$ cat src/rtl/u2u8_pkg.sv
// shared types and constants for the utf-16 to utf-8 encoder
// no dependencies
`default_nettype none

package u2u8_pkg;

  localparam int unsigned MAX_BYTES = 5;
  localparam int unsigned COUNT_W   = 3;

  localparam logic [15:0] ONE_BYTE_LIMIT = 16'h0080;
  localparam logic [15:0] TWO_BYTE_LIMIT = 16'h0800;
  localparam logic [15:0] HIGH_SURR_LO   = 16'hd800;
  localparam logic [15:0] HIGH_SURR_HI   = 16'hdbff;
  // 0x10000 - 0xdc00, the high base is removed by keeping only its low ten bits
  localparam logic [20:0] PAIR_OFFSET    = 21'h02400;

  typedef enum logic [2:0] {
    CLS_ONE,
    CLS_TWO,
    CLS_THREE,
    CLS_HOLD,
    CLS_PAIR
  } unit_class_t;

  typedef struct packed {
    logic [MAX_BYTES-1:0][7:0] bytes;
    logic [COUNT_W-1:0]        count;
  } entry_t;

  typedef struct packed {
    logic   push;
    entry_t entry;
  } push_t;

endpackage

`default_nettype wire

$ cat src/rtl/u2u8_if.sv
// channel interfaces for code units in and utf-8 bytes out
// no dependencies
`default_nettype none

interface u2u8_in_if;
  logic        valid;
  logic        ready;
  logic [15:0] code_unit;
  logic        is_last;

  modport source (output valid, output code_unit, output is_last, input ready);
  modport sink (input valid, input code_unit, input is_last, output ready);
endinterface

interface u2u8_out_if;
  logic       valid;
  logic       ready;
  logic [7:0] out_byte;
  logic       last_byte;

  modport source (output valid, output out_byte, output last_byte, input ready);
  modport sink (input valid, input out_byte, input last_byte, output ready);
endinterface

`default_nettype wire

$ cat src/rtl/utf16_to_utf8_encoder_unit.sv
// utf-16 to utf-8 encoder top level
// path: an accepted unit goes to the queue, then the back end's list register, then output register
// throughput: one byte per cycle while the receiver is ready, set by the single byte-wide output
//   register; a unit has up to 5 bytes with the terminator, a held high surrogate has none
// reset: drops any pending high surrogate, empties the queue and the output register
// depends on u2u8_pkg, u2u8_if, u2u8_front, u2u8_queue, u2u8_back
`default_nettype none

module utf16_to_utf8_encoder_unit #(
  parameter int unsigned QUEUE_DEPTH = 2
) (
  input  wire logic    clk,
  input  wire logic    rst_n,
  u2u8_in_if.sink      in_ch,
  u2u8_out_if.source   out_ch
);

  u2u8_pkg::push_t   push;
  u2u8_pkg::entry_t  head;
  logic              q_full, q_valid, q_pop;

  u2u8_front u_front (
    .clk    (clk),
    .rst_n  (rst_n),
    .in_ch  (in_ch),
    .q_full (q_full),
    .push_o (push)
  );

  u2u8_queue #(
    .DEPTH (QUEUE_DEPTH)
  ) u_queue (
    .clk       (clk),
    .rst_n     (rst_n),
    .push_i    (push),
    .pop       (q_pop),
    .full      (q_full),
    .not_empty (q_valid),
    .head      (head)
  );

  u2u8_back u_back (
    .clk     (clk),
    .rst_n   (rst_n),
    .q_valid (q_valid),
    .q_head  (head),
    .q_pop   (q_pop),
    .out_ch  (out_ch)
  );

endmodule

`default_nettype wire

$ cat src/rtl/u2u8_front.sv
// front end: accepts code units, tracks a pending high surrogate, builds byte lists
// depends on u2u8_pkg and u2u8_in_if
`default_nettype none

module u2u8_front (
  input  wire logic          clk,
  input  wire logic          rst_n,
  u2u8_in_if.sink            in_ch,
  input  wire logic          q_full,
  output u2u8_pkg::push_t    push_o
);

  logic                   held_r, held_nxt;
  logic [9:0]             held_unit_r, held_unit_nxt;
  logic                   accept;
  u2u8_pkg::unit_class_t  cls;
  logic [20:0]            cp;
  logic [15:0]            u;
  u2u8_pkg::entry_t       entry;

  assign u           = in_ch.code_unit;
  assign in_ch.ready = !q_full;
  assign accept      = in_ch.valid && !q_full;
  assign cp          = {1'b0, held_unit_r, 10'b0} + {5'b0, u} + u2u8_pkg::PAIR_OFFSET;

  always_comb begin
    if (held_r) begin
      cls = u2u8_pkg::CLS_PAIR;
    end else if (u < u2u8_pkg::ONE_BYTE_LIMIT) begin
      cls = u2u8_pkg::CLS_ONE;
    end else if (u < u2u8_pkg::TWO_BYTE_LIMIT) begin
      cls = u2u8_pkg::CLS_TWO;
    end else if (u >= u2u8_pkg::HIGH_SURR_LO && u <= u2u8_pkg::HIGH_SURR_HI &&
                 !in_ch.is_last) begin
      cls = u2u8_pkg::CLS_HOLD;
    end else begin
      cls = u2u8_pkg::CLS_THREE;
    end
  end

  always_comb begin
    entry = '0;
    unique case (cls)
      u2u8_pkg::CLS_ONE: begin
        entry.bytes[0] = u[7:0];
        entry.count    = 3'd1;
      end
      u2u8_pkg::CLS_TWO: begin
        entry.bytes[0] = {3'b110, u[10:6]};
        entry.bytes[1] = {2'b10, u[5:0]};
        entry.count    = 3'd2;
      end
      u2u8_pkg::CLS_THREE: begin
        entry.bytes[0] = {4'b1110, u[15:12]};
        entry.bytes[1] = {2'b10, u[11:6]};
        entry.bytes[2] = {2'b10, u[5:0]};
        entry.count    = 3'd3;
      end
      u2u8_pkg::CLS_PAIR: begin
        entry.bytes[0] = {5'b11110, cp[20:18]};
        entry.bytes[1] = {2'b10, cp[17:12]};
        entry.bytes[2] = {2'b10, cp[11:6]};
        entry.bytes[3] = {2'b10, cp[5:0]};
        entry.count    = 3'd4;
      end
      u2u8_pkg::CLS_HOLD: begin
        entry.count = 3'd0;
      end
      default: begin
        entry.count = 3'd0;
      end
    endcase
    // terminator byte is already zero in the list
    if (in_ch.is_last) begin
      entry.count = entry.count + 3'd1;
    end
  end

  assign push_o.push  = accept && (entry.count != 3'd0);
  assign push_o.entry = entry;

  always_comb begin
    held_nxt      = held_r;
    held_unit_nxt = held_unit_r;
    if (accept) begin
      held_nxt = (cls == u2u8_pkg::CLS_HOLD);
      if (cls == u2u8_pkg::CLS_HOLD) begin
        held_unit_nxt = u[9:0];
      end
    end
  end

  always_ff @(posedge clk) begin
    if (!rst_n) begin
      held_r <= 1'b0;
    end else begin
      held_r <= held_nxt;
    end
  end

  always_ff @(posedge clk) begin
    held_unit_r <= held_unit_nxt;
  end

endmodule

`default_nettype wire

$ cat src/rtl/u2u8_queue.sv
// short fifo of byte lists between front and back
// depends on u2u8_pkg
`default_nettype none

module u2u8_queue #(
  parameter int unsigned DEPTH = 2
) (
  input  wire logic             clk,
  input  wire logic             rst_n,
  input  wire u2u8_pkg::push_t  push_i,
  input  wire logic             pop,
  output logic                  full,
  output logic                  not_empty,
  output u2u8_pkg::entry_t      head
);

  localparam int unsigned PTR_W = (DEPTH > 1) ? $clog2(DEPTH) : 1;
  localparam int unsigned CNT_W = $clog2(DEPTH + 1);

  u2u8_pkg::entry_t   mem_r [DEPTH];
  logic [PTR_W-1:0]   wr_r, wr_nxt, rd_r, rd_nxt;
  logic [CNT_W-1:0]   cnt_r, cnt_nxt;
  logic               do_push, do_pop;

  assign full      = (cnt_r == CNT_W'(DEPTH));
  assign not_empty = (cnt_r != '0);
  assign head      = mem_r[rd_r];
  assign do_push   = push_i.push && !full;
  assign do_pop    = pop && not_empty;

  always_comb begin
    wr_nxt  = wr_r;
    rd_nxt  = rd_r;
    cnt_nxt = cnt_r;
    if (do_push) begin
      wr_nxt = (wr_r == PTR_W'(DEPTH - 1)) ? '0 : wr_r + 1'b1;
    end
    if (do_pop) begin
      rd_nxt = (rd_r == PTR_W'(DEPTH - 1)) ? '0 : rd_r + 1'b1;
    end
    if (do_push && !do_pop) begin
      cnt_nxt = cnt_r + 1'b1;
    end else if (do_pop && !do_push) begin
      cnt_nxt = cnt_r - 1'b1;
    end
  end

  always_ff @(posedge clk) begin
    if (!rst_n) begin
      wr_r  <= '0;
      rd_r  <= '0;
      cnt_r <= '0;
    end else begin
      wr_r  <= wr_nxt;
      rd_r  <= rd_nxt;
      cnt_r <= cnt_nxt;
    end
  end

  always_ff @(posedge clk) begin
    if (do_push) begin
      mem_r[wr_r] <= push_i.entry;
    end
  end

endmodule

`default_nettype wire

$ cat src/rtl/u2u8_back.sv
// back end: walks one byte list a byte per cycle, while the output is not stalled, into a registered output
// depends on u2u8_pkg and u2u8_out_if
`default_nettype none

module u2u8_back (
  input  wire logic              clk,
  input  wire logic              rst_n,
  input  wire logic              q_valid,
  input  wire u2u8_pkg::entry_t  q_head,
  output logic                   q_pop,
  u2u8_out_if.source             out_ch
);

  u2u8_pkg::entry_t              cur_r, cur_nxt;
  logic                          busy_r, busy_nxt;
  logic [u2u8_pkg::COUNT_W-1:0]  idx_r, idx_nxt;
  logic                          out_valid_r, out_valid_nxt;
  logic [7:0]                    out_byte_r, out_byte_nxt;
  logic                          out_last_r, out_last_nxt;
  logic                          load_out, at_end;

  assign load_out = busy_r && (!out_valid_r || out_ch.ready);
  assign at_end   = (idx_r == cur_r.count - 3'd1);
  assign q_pop    = q_valid && (!busy_r || (load_out && at_end));

  always_comb begin
    cur_nxt       = cur_r;
    busy_nxt      = busy_r;
    idx_nxt       = idx_r;
    out_valid_nxt = out_valid_r;
    out_byte_nxt  = out_byte_r;
    out_last_nxt  = out_last_r;
    if (out_ch.ready) begin
      out_valid_nxt = 1'b0;
    end
    if (load_out) begin
      out_valid_nxt = 1'b1;
      out_byte_nxt  = cur_r.bytes[idx_r];
      out_last_nxt  = at_end;
      idx_nxt       = idx_r + 3'd1;
      if (at_end) begin
        busy_nxt = 1'b0;
      end
    end
    if (q_pop) begin
      cur_nxt  = q_head;
      busy_nxt = 1'b1;
      idx_nxt  = '0;
    end
  end

  always_ff @(posedge clk) begin
    if (!rst_n) begin
      busy_r      <= 1'b0;
      idx_r       <= '0;
      out_valid_r <= 1'b0;
    end else begin
      busy_r      <= busy_nxt;
      idx_r       <= idx_nxt;
      out_valid_r <= out_valid_nxt;
    end
  end

  always_ff @(posedge clk) begin
    cur_r      <= cur_nxt;
    out_byte_r <= out_byte_nxt;
    out_last_r <= out_last_nxt;
  end

  assign out_ch.valid     = out_valid_r;
  assign out_ch.out_byte  = out_byte_r;
  assign out_ch.last_byte = out_last_r;

endmodule

`default_nettype wire

$ cat src/flat_wrapper.sv
// flat-port wrapper written by rule: the top's interface ports become plain ports
module utf16_to_utf8_encoder_unit_flat 
#(
  parameter int unsigned QUEUE_DEPTH = 2
)
  (clk, rst_n, in_ch_valid, in_ch_code_unit, in_ch_is_last, in_ch_ready, out_ch_valid, out_ch_out_byte, out_ch_last_byte, out_ch_ready);
  u2u8_in_if in_ch_i ();
  u2u8_out_if out_ch_i ();
  input  wire logic clk;
  input  wire logic rst_n;
  input wire logic [$bits(in_ch_i.valid)-1:0] in_ch_valid;
  input wire logic [$bits(in_ch_i.code_unit)-1:0] in_ch_code_unit;
  input wire logic [$bits(in_ch_i.is_last)-1:0] in_ch_is_last;
  output wire logic [$bits(in_ch_i.ready)-1:0] in_ch_ready;
  output wire logic [$bits(out_ch_i.valid)-1:0] out_ch_valid;
  output wire logic [$bits(out_ch_i.out_byte)-1:0] out_ch_out_byte;
  output wire logic [$bits(out_ch_i.last_byte)-1:0] out_ch_last_byte;
  input wire logic [$bits(out_ch_i.ready)-1:0] out_ch_ready;
  assign in_ch_i.valid = in_ch_valid;
  assign in_ch_i.code_unit = in_ch_code_unit;
  assign in_ch_i.is_last = in_ch_is_last;
  assign in_ch_ready = in_ch_i.ready;
  assign out_ch_valid = out_ch_i.valid;
  assign out_ch_out_byte = out_ch_i.out_byte;
  assign out_ch_last_byte = out_ch_i.last_byte;
  assign out_ch_i.ready = out_ch_ready;
  utf16_to_utf8_encoder_unit #(.QUEUE_DEPTH(QUEUE_DEPTH)) u_core (.clk(clk), .rst_n(rst_n), .in_ch(in_ch_i), .out_ch(out_ch_i));
endmodule
$ cat config.mk
export PLATFORM = sky130hd
export DESIGN_NAME = utf16_to_utf8_encoder_unit_flat
export DESIGN_NICKNAME = d
export VERILOG_FILES = /design/src/rtl/u2u8_pkg.sv /design/src/rtl/u2u8_if.sv /design/src/rtl/utf16_to_utf8_encoder_unit.sv /design/src/rtl/u2u8_front.sv /design/src/rtl/u2u8_queue.sv /design/src/rtl/u2u8_back.sv /design/src/flat_wrapper.sv
export SDC_FILE = /design/constraint.sdc
export NUM_CORES = 1
export LEC_CHECK = 0
export BUFFER_PORTS_ARGS = -buffer_cell sky130_fd_sc_hd__buf_2
export CELL_PAD_IN_SITES_DETAIL_PLACEMENT = 1
export CELL_PAD_IN_SITES_GLOBAL_PLACEMENT = 1
export CORE_MARGIN = 5
export CORE_UTILIZATION = 51
export CTS_BUF_LIST = sky130_fd_sc_hd__clkbuf_16
export DETAILED_ROUTE_END_ITERATION = 6
export PLACE_DENSITY = 0.77
export SYNTH_ARGS = -nofsm -noshare
export SYNTH_HDL_FRONTEND = slang
export SYNTH_SLANG_ARGS = --single-unit
$ cat constraint.sdc
create_clock -name clk -period 3.2 [get_ports clk]
set_input_delay 0.32 -clock clk [delete_from_list [all_inputs] [get_ports clk]]
set_output_delay 0.32 -clock clk [all_outputs]
set_load 0.01 [all_outputs]
==> qor.yml, run 1 <==
syn_area_per_cell_sq_um: 15.3
maxSlewHeadroom: 0.437
die-area_sq_um: 13100
cts_buffers: 17
ys.flop_type: "edfxtp_1"
globalRouteTotalUtil: 0.203
synth_top_area_frac: 0.623
core-area_sq_um: 10700
muxShareOfSynthArea: 0.0991
synth-xor-area-share: 0.0199
grt_use_met1: 0.276
powerDensity_nw_per_um2: 829
dpl.hpwl_mm: 8.25
antenna_found_initial: 0
fin_crit_sh: 0.868
yosysWarningCount: 0
slew_violations: 0
nets: 450
grt_pass1_wl_mm: 19.6
cts_tree: "built"
syn2layout_area_growth_pct: 17.2
via_per_inst: 5.82
fmax_ghz: 0.360
use_met2: 0.326
synthAdderAreaFrac: 0.0397
cts.sinks: 125
tightest_slew_ns: 0.844
r2r-start: "u_core.u_front.held_unit_r[1]"
syn-num-nets: 401
synthesis.instances: 363
fillers: 1048
yosys.area.top_type: "edfxtp_1"
clkTransAtPathRegs_ns: 0.05
maxCapViolations: 0
synth_area_leaders: "edfxtp_1 62%, mux2_2 6.7%, dfxtp_1 3.6%, ha_1 3.6%, mux4_2 2.8%"
routed_wl_mm: 12.1
synth_top_family_by_area: "multiplexers"
die_width_um: 114
drtPass1Iterations: 5
synth-seq-cells: 125
holdPathStages: 1
start_kind: "input pin"
fin_crit_ns: 2.78
synthSimpleGateAreaFrac: 0.0806
rr_endpoint: "u_core.u_queue.mem_r[0][4]"
drive_above_1_share: 0.292
first_iter_violations: 237
busiest_layer: "met2"
end_kind: "flop"
io_pins: 32
hold_viol_final: 0
reg2reg_slack_ns: 0.51
skew_ns: 0.0127
routabilityCongestion: 0.868
min-delay-start: "in_ch_code_unit[5]"
hold_end: "u_core.u_front.held_unit_r[5]"
grt_max_degree: 34
synth-compound-area-share: 0.0750
p_leak_nw: 2.35
clk_latency_ns: 0.40
clock_path_buffers: 2
holdBufCountCts: 0
rsz0062_at_grt: "no"
synth_cell_types: 61
required_ns: 3.22
critical_path_class: "input pin to flop"
ctsResizeCount: 0
crit_fanout: 32
synth-edff-count: 115
ys_async_sr_fraction: 0
io_buffers: 31
via_count: 3291
fin_setup_tns_ns: 0
hold_class: "input pin to flop"
grt_remaining_overflow: 0
use_met3: 0.0486
ys_seq_area_frac: 0.659
drc: 0
wl_per_cell_um: 21.4
ff2ff_path_depth: 9
postRouteAntennaNets: 0
start_util: 0.516
syn-cell-area_sq_um: 5540
whs_ns: 0.180
post_cts_buffers: 0
status: "complete, no violations"
arrival_ns: 2.80
ir_drop_v: 0.000466
clockRootBuffer: "clkbuf_16"
setup_viol: 0
cts_max_level: 4
first_global_vias: 3454
placementRows: 38
fp.dieH_um: 114
antenna_cells: 0
-- registers in the layout, summed over array words and instances, names as in the netlist, 2 cells and up --
name and flops:
u_core.u_queue.cnt_r 2, u_core.u_back.out_ch.out_byte 8, u_core.u_back.cur_r 32, u_core.u_back.idx_r 3, u_core.u_queue.mem_r 64, u_core.u_front.held_unit_r 10
-- critical path: stages --
cell,delay [ns]
buf_2,0.14
or4_1,0.64
a21oi_1,0.28
ha_1,0.23
nor4b_1,0.06
a211oi_1,0.25
buf_4,0.16
and2_2,0.70
-- layout by cell type (no fill, tap or decap), drive strengths merged, types with 5 or more instances in the layout --
cell	instances
o21ai	10
mux2	33
buf	44
ha	16
nor2b	9
clkinv	6
nor2	13
and2	10
nor3	7
inv	23
a22o	5
xor2	6
dfxtp	10
edfxtp	115
mux4	7
a211oi	6
a21oi	11
clkbuf	17
nand2	14
-- per-layer routing --
layer  routed length (um)  part of all wire
met1                 5230              0.43
met2                 6050              0.50
met3                  713             0.059
met4                  108            0.0089
met5                    0                 0
-- logic make-up (layout without fill, tap and decap cells) --
family,Yosys count,count (layout)
and+or+nand+nor,76,76
adders and majority gates,17,17
DFF,125,125
AOI/OAI and AO/OA,57,57
buffers and inverters,35,97
xor gates and xnor gates,11,11
muxes,42,42
-- report_power, final --
part	total [mW]	switching, mW	internal, mW	leakage (nW)
Combinational	1.09	0.609	0.485	0.929
Sequential	2.44	0.121	2.31	1.14
Clock	1.86	0.653	1.21	0.284
Total	5.39	1.38	4.01	2.35
-- final cells by class --
type / instances / area [sq um] / area share
sequential: 125 / 3650 / 0.562
multi-input combinational: 203 / 1740 / 0.268
clock buffer: 17 / 425 / 0.0655
timing repair buffer: 44 / 265 / 0.0408
tap: 140 / 175 / 0.0270
clock inverter: 15 / 156 / 0.0241
inverter: 21 / 78.8 / 0.0121
-- synth_stat cells (3+ instances only) --
cell type	instances
clkbuf_1	8
a21oi_1	11
nand3_1	4
and2_1	8
o21ai_0	9
o31ai_1	3
edfxtp_1	115
nor3_1	6
a211oi_1	6
xor2_1	6
mux4_2	7
xnor2_1	4
nor2b_1	8
ha_1	16
inv_1	21
nor2_1	12
o21a_1	3
dfxtp_1	10
or3_1	3
a22o_1	5
nand2_1	14
mux2_2	33
-- per-stage QoR --
step | std cells | util | setup WS [ns] | power (mW) | area (sq um)
floorplan | 363 | - | 0.328 | 3.19 | 5540
global placement | 533 | 0.550 | 0.123 | 3.48 | 5910
detailed placement | 533 | 0.550 | 0.00215 | 3.56 | 5910
CTS | 565 | 0.605 | 0.442 | 5.44 | 6500
global route | 565 | 0.605 | 0.253 | 5.65 | 6500
finish | 565 | 0.605 | 0.423 | 5.39 | 6500
-- how the worst max path moves through the flow --
stage,depth (start not counted),end,startpoint
2_1_floorplan,7,u_core.u_queue.mem_r[0][0],in_ch_code_unit[13]
3_3_place_gp,9,u_core.u_queue.mem_r[1][12],in_ch_code_unit[13]
3_5_place_dp,8,u_core.u_queue.mem_r[1][13],in_ch_code_unit[7]
4_1_cts,8,u_core.u_queue.mem_r[1][5],in_ch_code_unit[7]
5_1_grt,11,u_core.u_queue.cnt_r[1],in_ch_code_unit[7]
6_report,8,u_core.u_queue.mem_r[1][5],in_ch_code_unit[7]
Note: power is estimated with default switching activity, not from simulation.
==> inputs of run 2 (changes only) <==
CORE_UTILIZATION = 53   (was 51)
PLACE_DENSITY = 0.79   (was 0.77)
SYNTH_HIERARCHICAL = 1   (was unset)
==> qor.yml, run 2 <==
ys_seq_area_frac: 0.674
die_width_um: 124
required_ns: 3.56
drive_above_1_share: 0.284
die-area_sq_um: 15400
synth-edff-count: 148
min-delay-start: "in_ch_code_unit[2]"
first_iter_violations: 270
first_global_vias: 4208
cpMaxStageDelayCell: "nor4_1"
pre_cts_ws_ns: 0.00182
placementRows: 41
r2r-start: "u_core/u_back/cur_r[0]"
critPathTopFamily: "simple AND/OR/NAND/NOR gates"
largest-register: "u_core/u_queue/mem_r"
rsz0062_at_grt: "no"
path_buf_inv: 2
clockRootBuffer: "clkbuf_16"
hold_viol_final: 0
ir_drop_v: 0.000542
wl_met3_um: 541
dr_wl_met2_mm: 7.14
fmax_ghz: 0.358
antenna_found_initial: 0
synthTopCellsByCount: "148 x edfxtp_1, 43 x mux2_2, 27 x nand2_1"
rr_endpoint: "u_core/u_queue/cnt_r[1]"
setup_viol: 0
crit_fanout: 6
maxCapViolations: 0
yosys.area.top_type: "edfxtp_1"
ctsResizeCount: 0
via_count: 3837
critical_path_class: "input pin to flop"
grt_remaining_overflow: 0
start_util: 0.544
maxUsedRoutingLayer: "met4"
reg2reg_slack_ns: 0.49
cts_tree: "built"
fin_crit_sh: 0.872
dpl-instance-area_sq_um: 7330
post_cts_buffers: 0
ff2ff_path_depth: 10
postRouteAntennaNets: 0
hold_class: "input pin to flop"
synthesis.instances: 452
reg.largest.list: "u_core/u_queue/mem_r: 86 flops, u_core/u_back/cur_r: 43 flops, u_core/u_front/held_unit_r: 10 flops"
routed_wl_mm: 14.1
io_buffers: 31
core-area_sq_um: 12700
largest_register_ffs: 86
slew_violations: 0
ys_async_sr_fraction: 0
fin_util: 0.629
fin_crit_ns: 2.79
skew_ns: 0.0135
wl_per_cell_um: 20.6
synth_most_common_cell: "edfxtp_1"
io_pins: 32
antenna_cells: 0
holdBufCountCts: 0
syn2layout_area_growth_pct: 15.6
cts.sinks: 159
clkTransAtPathRegs_ns: 0.06
synth_cell_types: 61
start_kind: "input pin"
fp.dieH_um: 124
clock_path_buffers: 2
final_common_cell: "edfxtp_1"
drtPass1Iterations: 4
hold_end: "u_core/u_front/held_unit_r[2]"
clk_latency_ns: 0.43
finalWorstSetupSlack_ns: 0.411
max_stage_delay_ns: 0.40
ys.flop_type: "edfxtp_1"
drc: 0
powerDensity_nw_per_um2: 876
cts_max_level: 4
maxSlewHeadroom: 0.275
status: "complete, no violations"
wl_met1_mm: 6.23
total_power_mw: 7.01
routabilityCongestion: 0.901
nets: 539
arrival_ns: 3.15
dpl.hpwl_mm: 9.64
grt_max_degree: 44
syn_area_per_cell_sq_um: 15.3
layout_common_cells: "148 x edfxtp_1, 43 x mux2_2, 31 x buf_2"
p_leak_nw: 2.82
cts_buffers: 17
fin_area_sq_um: 8000
yosysWarningCount: 6
via_per_inst: 5.59
tightest_slew_ns: 1.09
syn-cell-area_sq_um: 6920
crit_chain: "buf_2 > nor4_1 > and3_1 > nor2_1 > nor2_2 > ha_1 > nand2_1 > o41ai_1 > nor2_1 > a21oi_1 > inv_1 > nor2_1 > ha_1 > or3_1 > a21boi_1"
grt_pass1_wl_mm: 23.2
fillers: 1211
globalRouteTotalUtil: 0.195
holdPathStages: 1
cpMostUsedCell: "nor2_1"
end_kind: "flop"
synth_area_leaders: "edfxtp_1 64%, mux2_2 7.0%, dfxtp_1 3.2%, ha_1 2.9%, mux4_2 2.6%"
synth_top_area_frac: 0.642
synth-seq-cells: 159
==> run 2: changes by cell type after synthesis, sizes merged, moves of 4 or more <==
cell / change
clkbuf: -5
mux2: +10
buf: +17
a22o: -5
nand2: +13
a22oi: +4
nor2: -4
nor2b: -7
clkinv: +4
o21ai: +15
edfxtp: +33
==> run 2: layout make-up <==
class | count | area, sq um | area share
Tap cell | 172 | 215 | 0.0269
Sequential cell | 159 | 4670 | 0.583
Clock buffer | 17 | 425 | 0.0532
Inverter | 27 | 101 | 0.0127
Clock inverter | 15 | 241 | 0.0302
Timing Repair Buffer | 46 | 305 | 0.0382
Multi-Input combinational cell | 250 | 2040 | 0.256
==> run 2: how the worst max path moves through the flow <==
stage | from | endpoint | slack [ns] | cells after the start
after CTS | in_ch_code_unit[13] | u_core/u_queue/cnt_r[1] | 0.42 | 15
final | in_ch_code_unit[13] | u_core/u_queue/cnt_r[1] | 0.41 | 15
after detailed placement | in_ch_code_unit[13] | u_core/u_queue/cnt_r[1] | 0.002 | 15
after floorplan | in_ch_code_unit[7] | u_core/u_queue/mem_r[0][0] | -0.03 | 11
after global placement | in_ch_code_unit[13] | u_core/u_queue/cnt_r[1] | 0.27 | 15
after global routing | in_ch_code_unit[13] | u_core/u_queue/cnt_r[1] | 0.19 | 15
==> run 2: cells by family (layout without fill, tap and decap cells) <==
group / Yosys count / in the layout / synth area share
multiplexers: 53 / 53 / 0.0989
flip-flops: 159 / 159 / 0.674
buffers and inverters: 53 / 105 / 0.0398
XOR/XNOR: 13 / 13 / 0.0186
AO/OA/AOI/OAI: 65 / 65 / 0.0609
adder cells (fa/ha/maj): 17 / 17 / 0.0318
AND/OR/NAND/NOR: 91 / 91 / 0.0756
other: 1 / 11 / 0.000542
==> run 2: power by group <==
part | internal, mW | switching, mW | total [mW]
registers | 3.04 | 0.247 | 3.29
logic | 0.637 | 0.821 | 1.46
clock network | 1.46 | 0.805 | 2.26
total | 5.14 | 1.87 | 7.01
==> run 2: routing by layer <==
metal,GRT usage,up-vias
met5,0,-
met4,0.0677,0
met3,0.0433,18
met2,0.325,89
met1,0.252,1945
li1,-,1785
==> run 2: per-stage QoR <==
stage	hold WS [ns]	TNS, ns	cells
floorplan	0.419	-1.20	462
global placement	0.494	0	654
detailed placement	0.532	0	654
CTS	0.138	0	686
global route	0.143	0	686
finish	0.152	0	686
==> inputs of run 3 (changes only) <==
ABC_AREA = 1   (was unset)
CAP_MARGIN = 20   (was unset)
CORE_UTILIZATION = 52   (was 53)
==> qor.yml, run 3 <==
wl_per_cell_um: 21.0
cpMostUsedCell: "nand2_1"
dpl-instance-area_sq_um: 7570
arrival_ns: 3.05
synth-xor-area-share: 0.00361
largest-register: "u_core/u_queue/mem_r"
synth_most_common_cell: "edfxtp_1"
drive_above_1_share: 0.248
synth_top_area_frac: 0.611
clockRootBuffer: "clkbuf_16"
synth_area_leaders: "edfxtp_1 61%, mux2_4 8.3%, nand2_1 5.0%, inv_1 3.1%, dfxtp_1 3.0%"
tightest_slew_ns: 0.735
finalWorstSetupSlack_ns: 0.516
cts_max_level: 4
ir_drop_v: 0.000427
critPathTopFamily: "simple AND/OR/NAND/NOR gates"
start_kind: "flop"
synthSimpleGateAreaFrac: 0.118
die-area_sq_um: 16500
cts.sinks: 159
holdBufCountCts: 0
hold_class: "input pin to flop"
yosysWarningCount: 6
maxSlewHeadroom: 0.510
pwr-share-comb: 0.247
syn2layout_area_growth_pct: 12.0
reg.largest.list: "u_core/u_queue/mem_r: 86 flops, u_core/u_back/cur_r: 43 flops, u_core/u_front/held_unit_r: 10 flops"
drtPass1Iterations: 4
synthesis.instances: 552
grt_remaining_overflow: 0
synth-edff-count: 148
grt_max_degree: 44
fp.dieH_um: 128
ctsResizeCount: 0
status: "complete, no violations"
synth-compound-area-share: 0.0499
via_count: 4327
fin_crit_sh: 0.839
clk_latency_ns: 0.43
whs_ns: 0.0853
globalRouteTotalUtil: 0.213
synth-seq-cells: 159
ff2ff_path_depth: 17
crit_fanout: 17
muxShareOfSynthArea: 0.0872
slew_violations: 0
max_stage_delay_ns: 0.32
routabilityCongestion: 0.896
path_buf_inv: 4
cts_buffers: 17
rsz0062_at_grt: "no"
synth_cell_types: 45
ys.flop_type: "edfxtp_1"
yosys.area.top_type: "edfxtp_1"
reg2reg_slack_ns: 0.52
critical_path_class: "flop to flop"
crit_chain: "inv_2 > nand3_2 > nand2_1 > ha_1 > or2_2 > nand2_1 > nand2_1 > nor2_1 > nor2_1 > o21ai_2 > inv_1 > ha_1 > inv_1 > nand3_1 > nand2_1 > inv_1 > nor2_1"
placementRows: 43
p_clk_frac: 0.286
ys_seq_area_frac: 0.641
pwr-share-seq: 0.467
fin_crit_ns: 2.68
skew_ns: 0.00760
first_global_vias: 4732
cpMaxStageDelayCell: "dfxtp_1"
largest_register_ffs: 86
swShare: 0.310
core-area_sq_um: 13800
syn_area_per_cell_sq_um: 13.2
clkTransAtPathRegs_ns: 0.07
r2r-start: "u_core/u_front/held_r"
synth_top_family_by_area: "simple AND/OR/NAND/NOR gates"
fin_area_sq_um: 8150
via_per_inst: 5.49
io_buffers: 31
routed_wl_mm: 16.5
cts_tree: "built"
drc: 0
end_kind: "flop"
p_switching_mw: 2.16
io_pins: 32
antenna_cells: 0
layout_common_cells: "148 x edfxtp_1, 97 x nand2_1, 62 x inv_1"
first_iter_violations: 349
final_common_cell: "edfxtp_1"
fin_util: 0.589
min-delay-start: "in_ch_code_unit[9]"
post_cts_buffers: 0
p_int_mw: 4.79
powerDensity_nw_per_um2: 853
p_leak_nw: 3.22
dpl.hpwl_mm: 11.4
synthTopCellsByCount: "148 x edfxtp_1, 97 x nand2_1, 61 x inv_1"
postRouteAntennaNets: 0
holdPathStages: 1
antenna_found_initial: 0
fmax_ghz: 0.373
syn-cell-area_sq_um: 7280
die_width_um: 128
total_power_mw: 6.95
hold_viol_final: 0
grt_pass1_wl_mm: 25.9
synthAdderAreaFrac: 0.0303
setup_viol: 0
rr_endpoint: "u_core/u_queue/cnt_r[1]"
maxCapViolations: 0
nets: 633
clock_path_buffers: 2
start_util: 0.526
ys_async_sr_fraction: 0
required_ns: 3.57
hold_end: "u_core/u_front/held_unit_r[9]"
pre_cts_ws_ns: 0.306
## run 3: cell count changes after synthesis, moves of 12 or more
| cell | previous run | this run |
|---|---|---|
| inv_1 | 22 | 61 |
| mux2_2 | 43 | 3 |
| mux2_4 | 0 | 40 |
| nand2_1 | 27 | 97 |
| nand3_1 | 7 | 31 |
| nor2_1 | 8 | 25 |
| o21ai_1 | 12 | 0 |
## run 3: worst max-delay path by stage
stage	start	endpoint	slack, ns	cells past startpoint
finish	u_core/u_front/held_r	u_core/u_queue/cnt_r[1]	0.52	17
global route	u_core/u_front/held_r	u_core/u_queue/cnt_r[1]	0.25	17
CTS	u_core/u_front/held_r	u_core/u_queue/cnt_r[1]	0.50	17
detailed placement	in_ch_code_unit[7]	u_core/u_queue/cnt_r[1]	0.31	22
global placement	in_ch_code_unit[7]	u_core/u_queue/cnt_r[1]	0.46	22
floorplan	in_ch_code_unit[11]	u_core/u_queue/mem_r[0][0]	-0.59	14
## run 3: metrics by stage
stage,setup TNS (ns),cells
global route,0,788
global placement,0,756
detailed placement,0,756
CTS,0,788
floorplan,-50.59,562
finish,0,788
## run 3: power groups by stage
stage               Sequential (mW)  Combinational, mW  Clock, mW
floorplan                      3.21               1.31          0
global placement               3.24               1.62          0
detailed placement             3.29               1.72          0
CTS                            3.26               1.75       2.01
global route                   3.29               1.88       2.12
finish                         3.25               1.72       1.99
## run 3: final cells by class
type                            count  area (sq um)
Sequential cell                   159          4670
Inverter                           67           251
Fill cell                        1369          5680
Clock buffer                       17           425
Multi-Input combinational cell    309          2160
Tap cell                          180           225
Clock inverter                     15           155
Timing Repair Buffer               41           268
## run 3: worst reg2reg max path: stages, from the launching register on
cell,delay [ns]
dfxtp_1,0.32
inv_2,0.27
nand3_2,0.15
nand2_1,0.10
ha_1,0.23
or2_2,0.30
nand2_1,0.10
nand2_1,0.06
nor2_1,0.11
nor2_1,0.07
o21ai_2,0.13
inv_1,0.11
ha_1,0.32
inv_1,0.08
nand3_1,0.08
nand2_1,0.07
inv_1,0.05
nor2_1,0.08
## run 3: cell families (layout without fill, tap and decap cells)
kind of cell	Yosys count	after routing
adders and majority gates	17	17
AOI/OAI and AO/OA	50	50
and+or+nand+nor	185	185
xor gates and xnor gates	3	3
DFF	159	159
buffers and inverters	94	140
muxes	43	43
other	1	11
## run 3: routing by layer
metal | up-vias | share of wire | track usage
li1 | 2018 | - | -
met2 | 71 | 0.55 | 0.393
met3 | 16 | 0.032 | 0.0496
met4 | 0 | 0.010 | 0.0468
met1 | 2222 | 0.41 | 0.252
met5 | - | 0 | 0
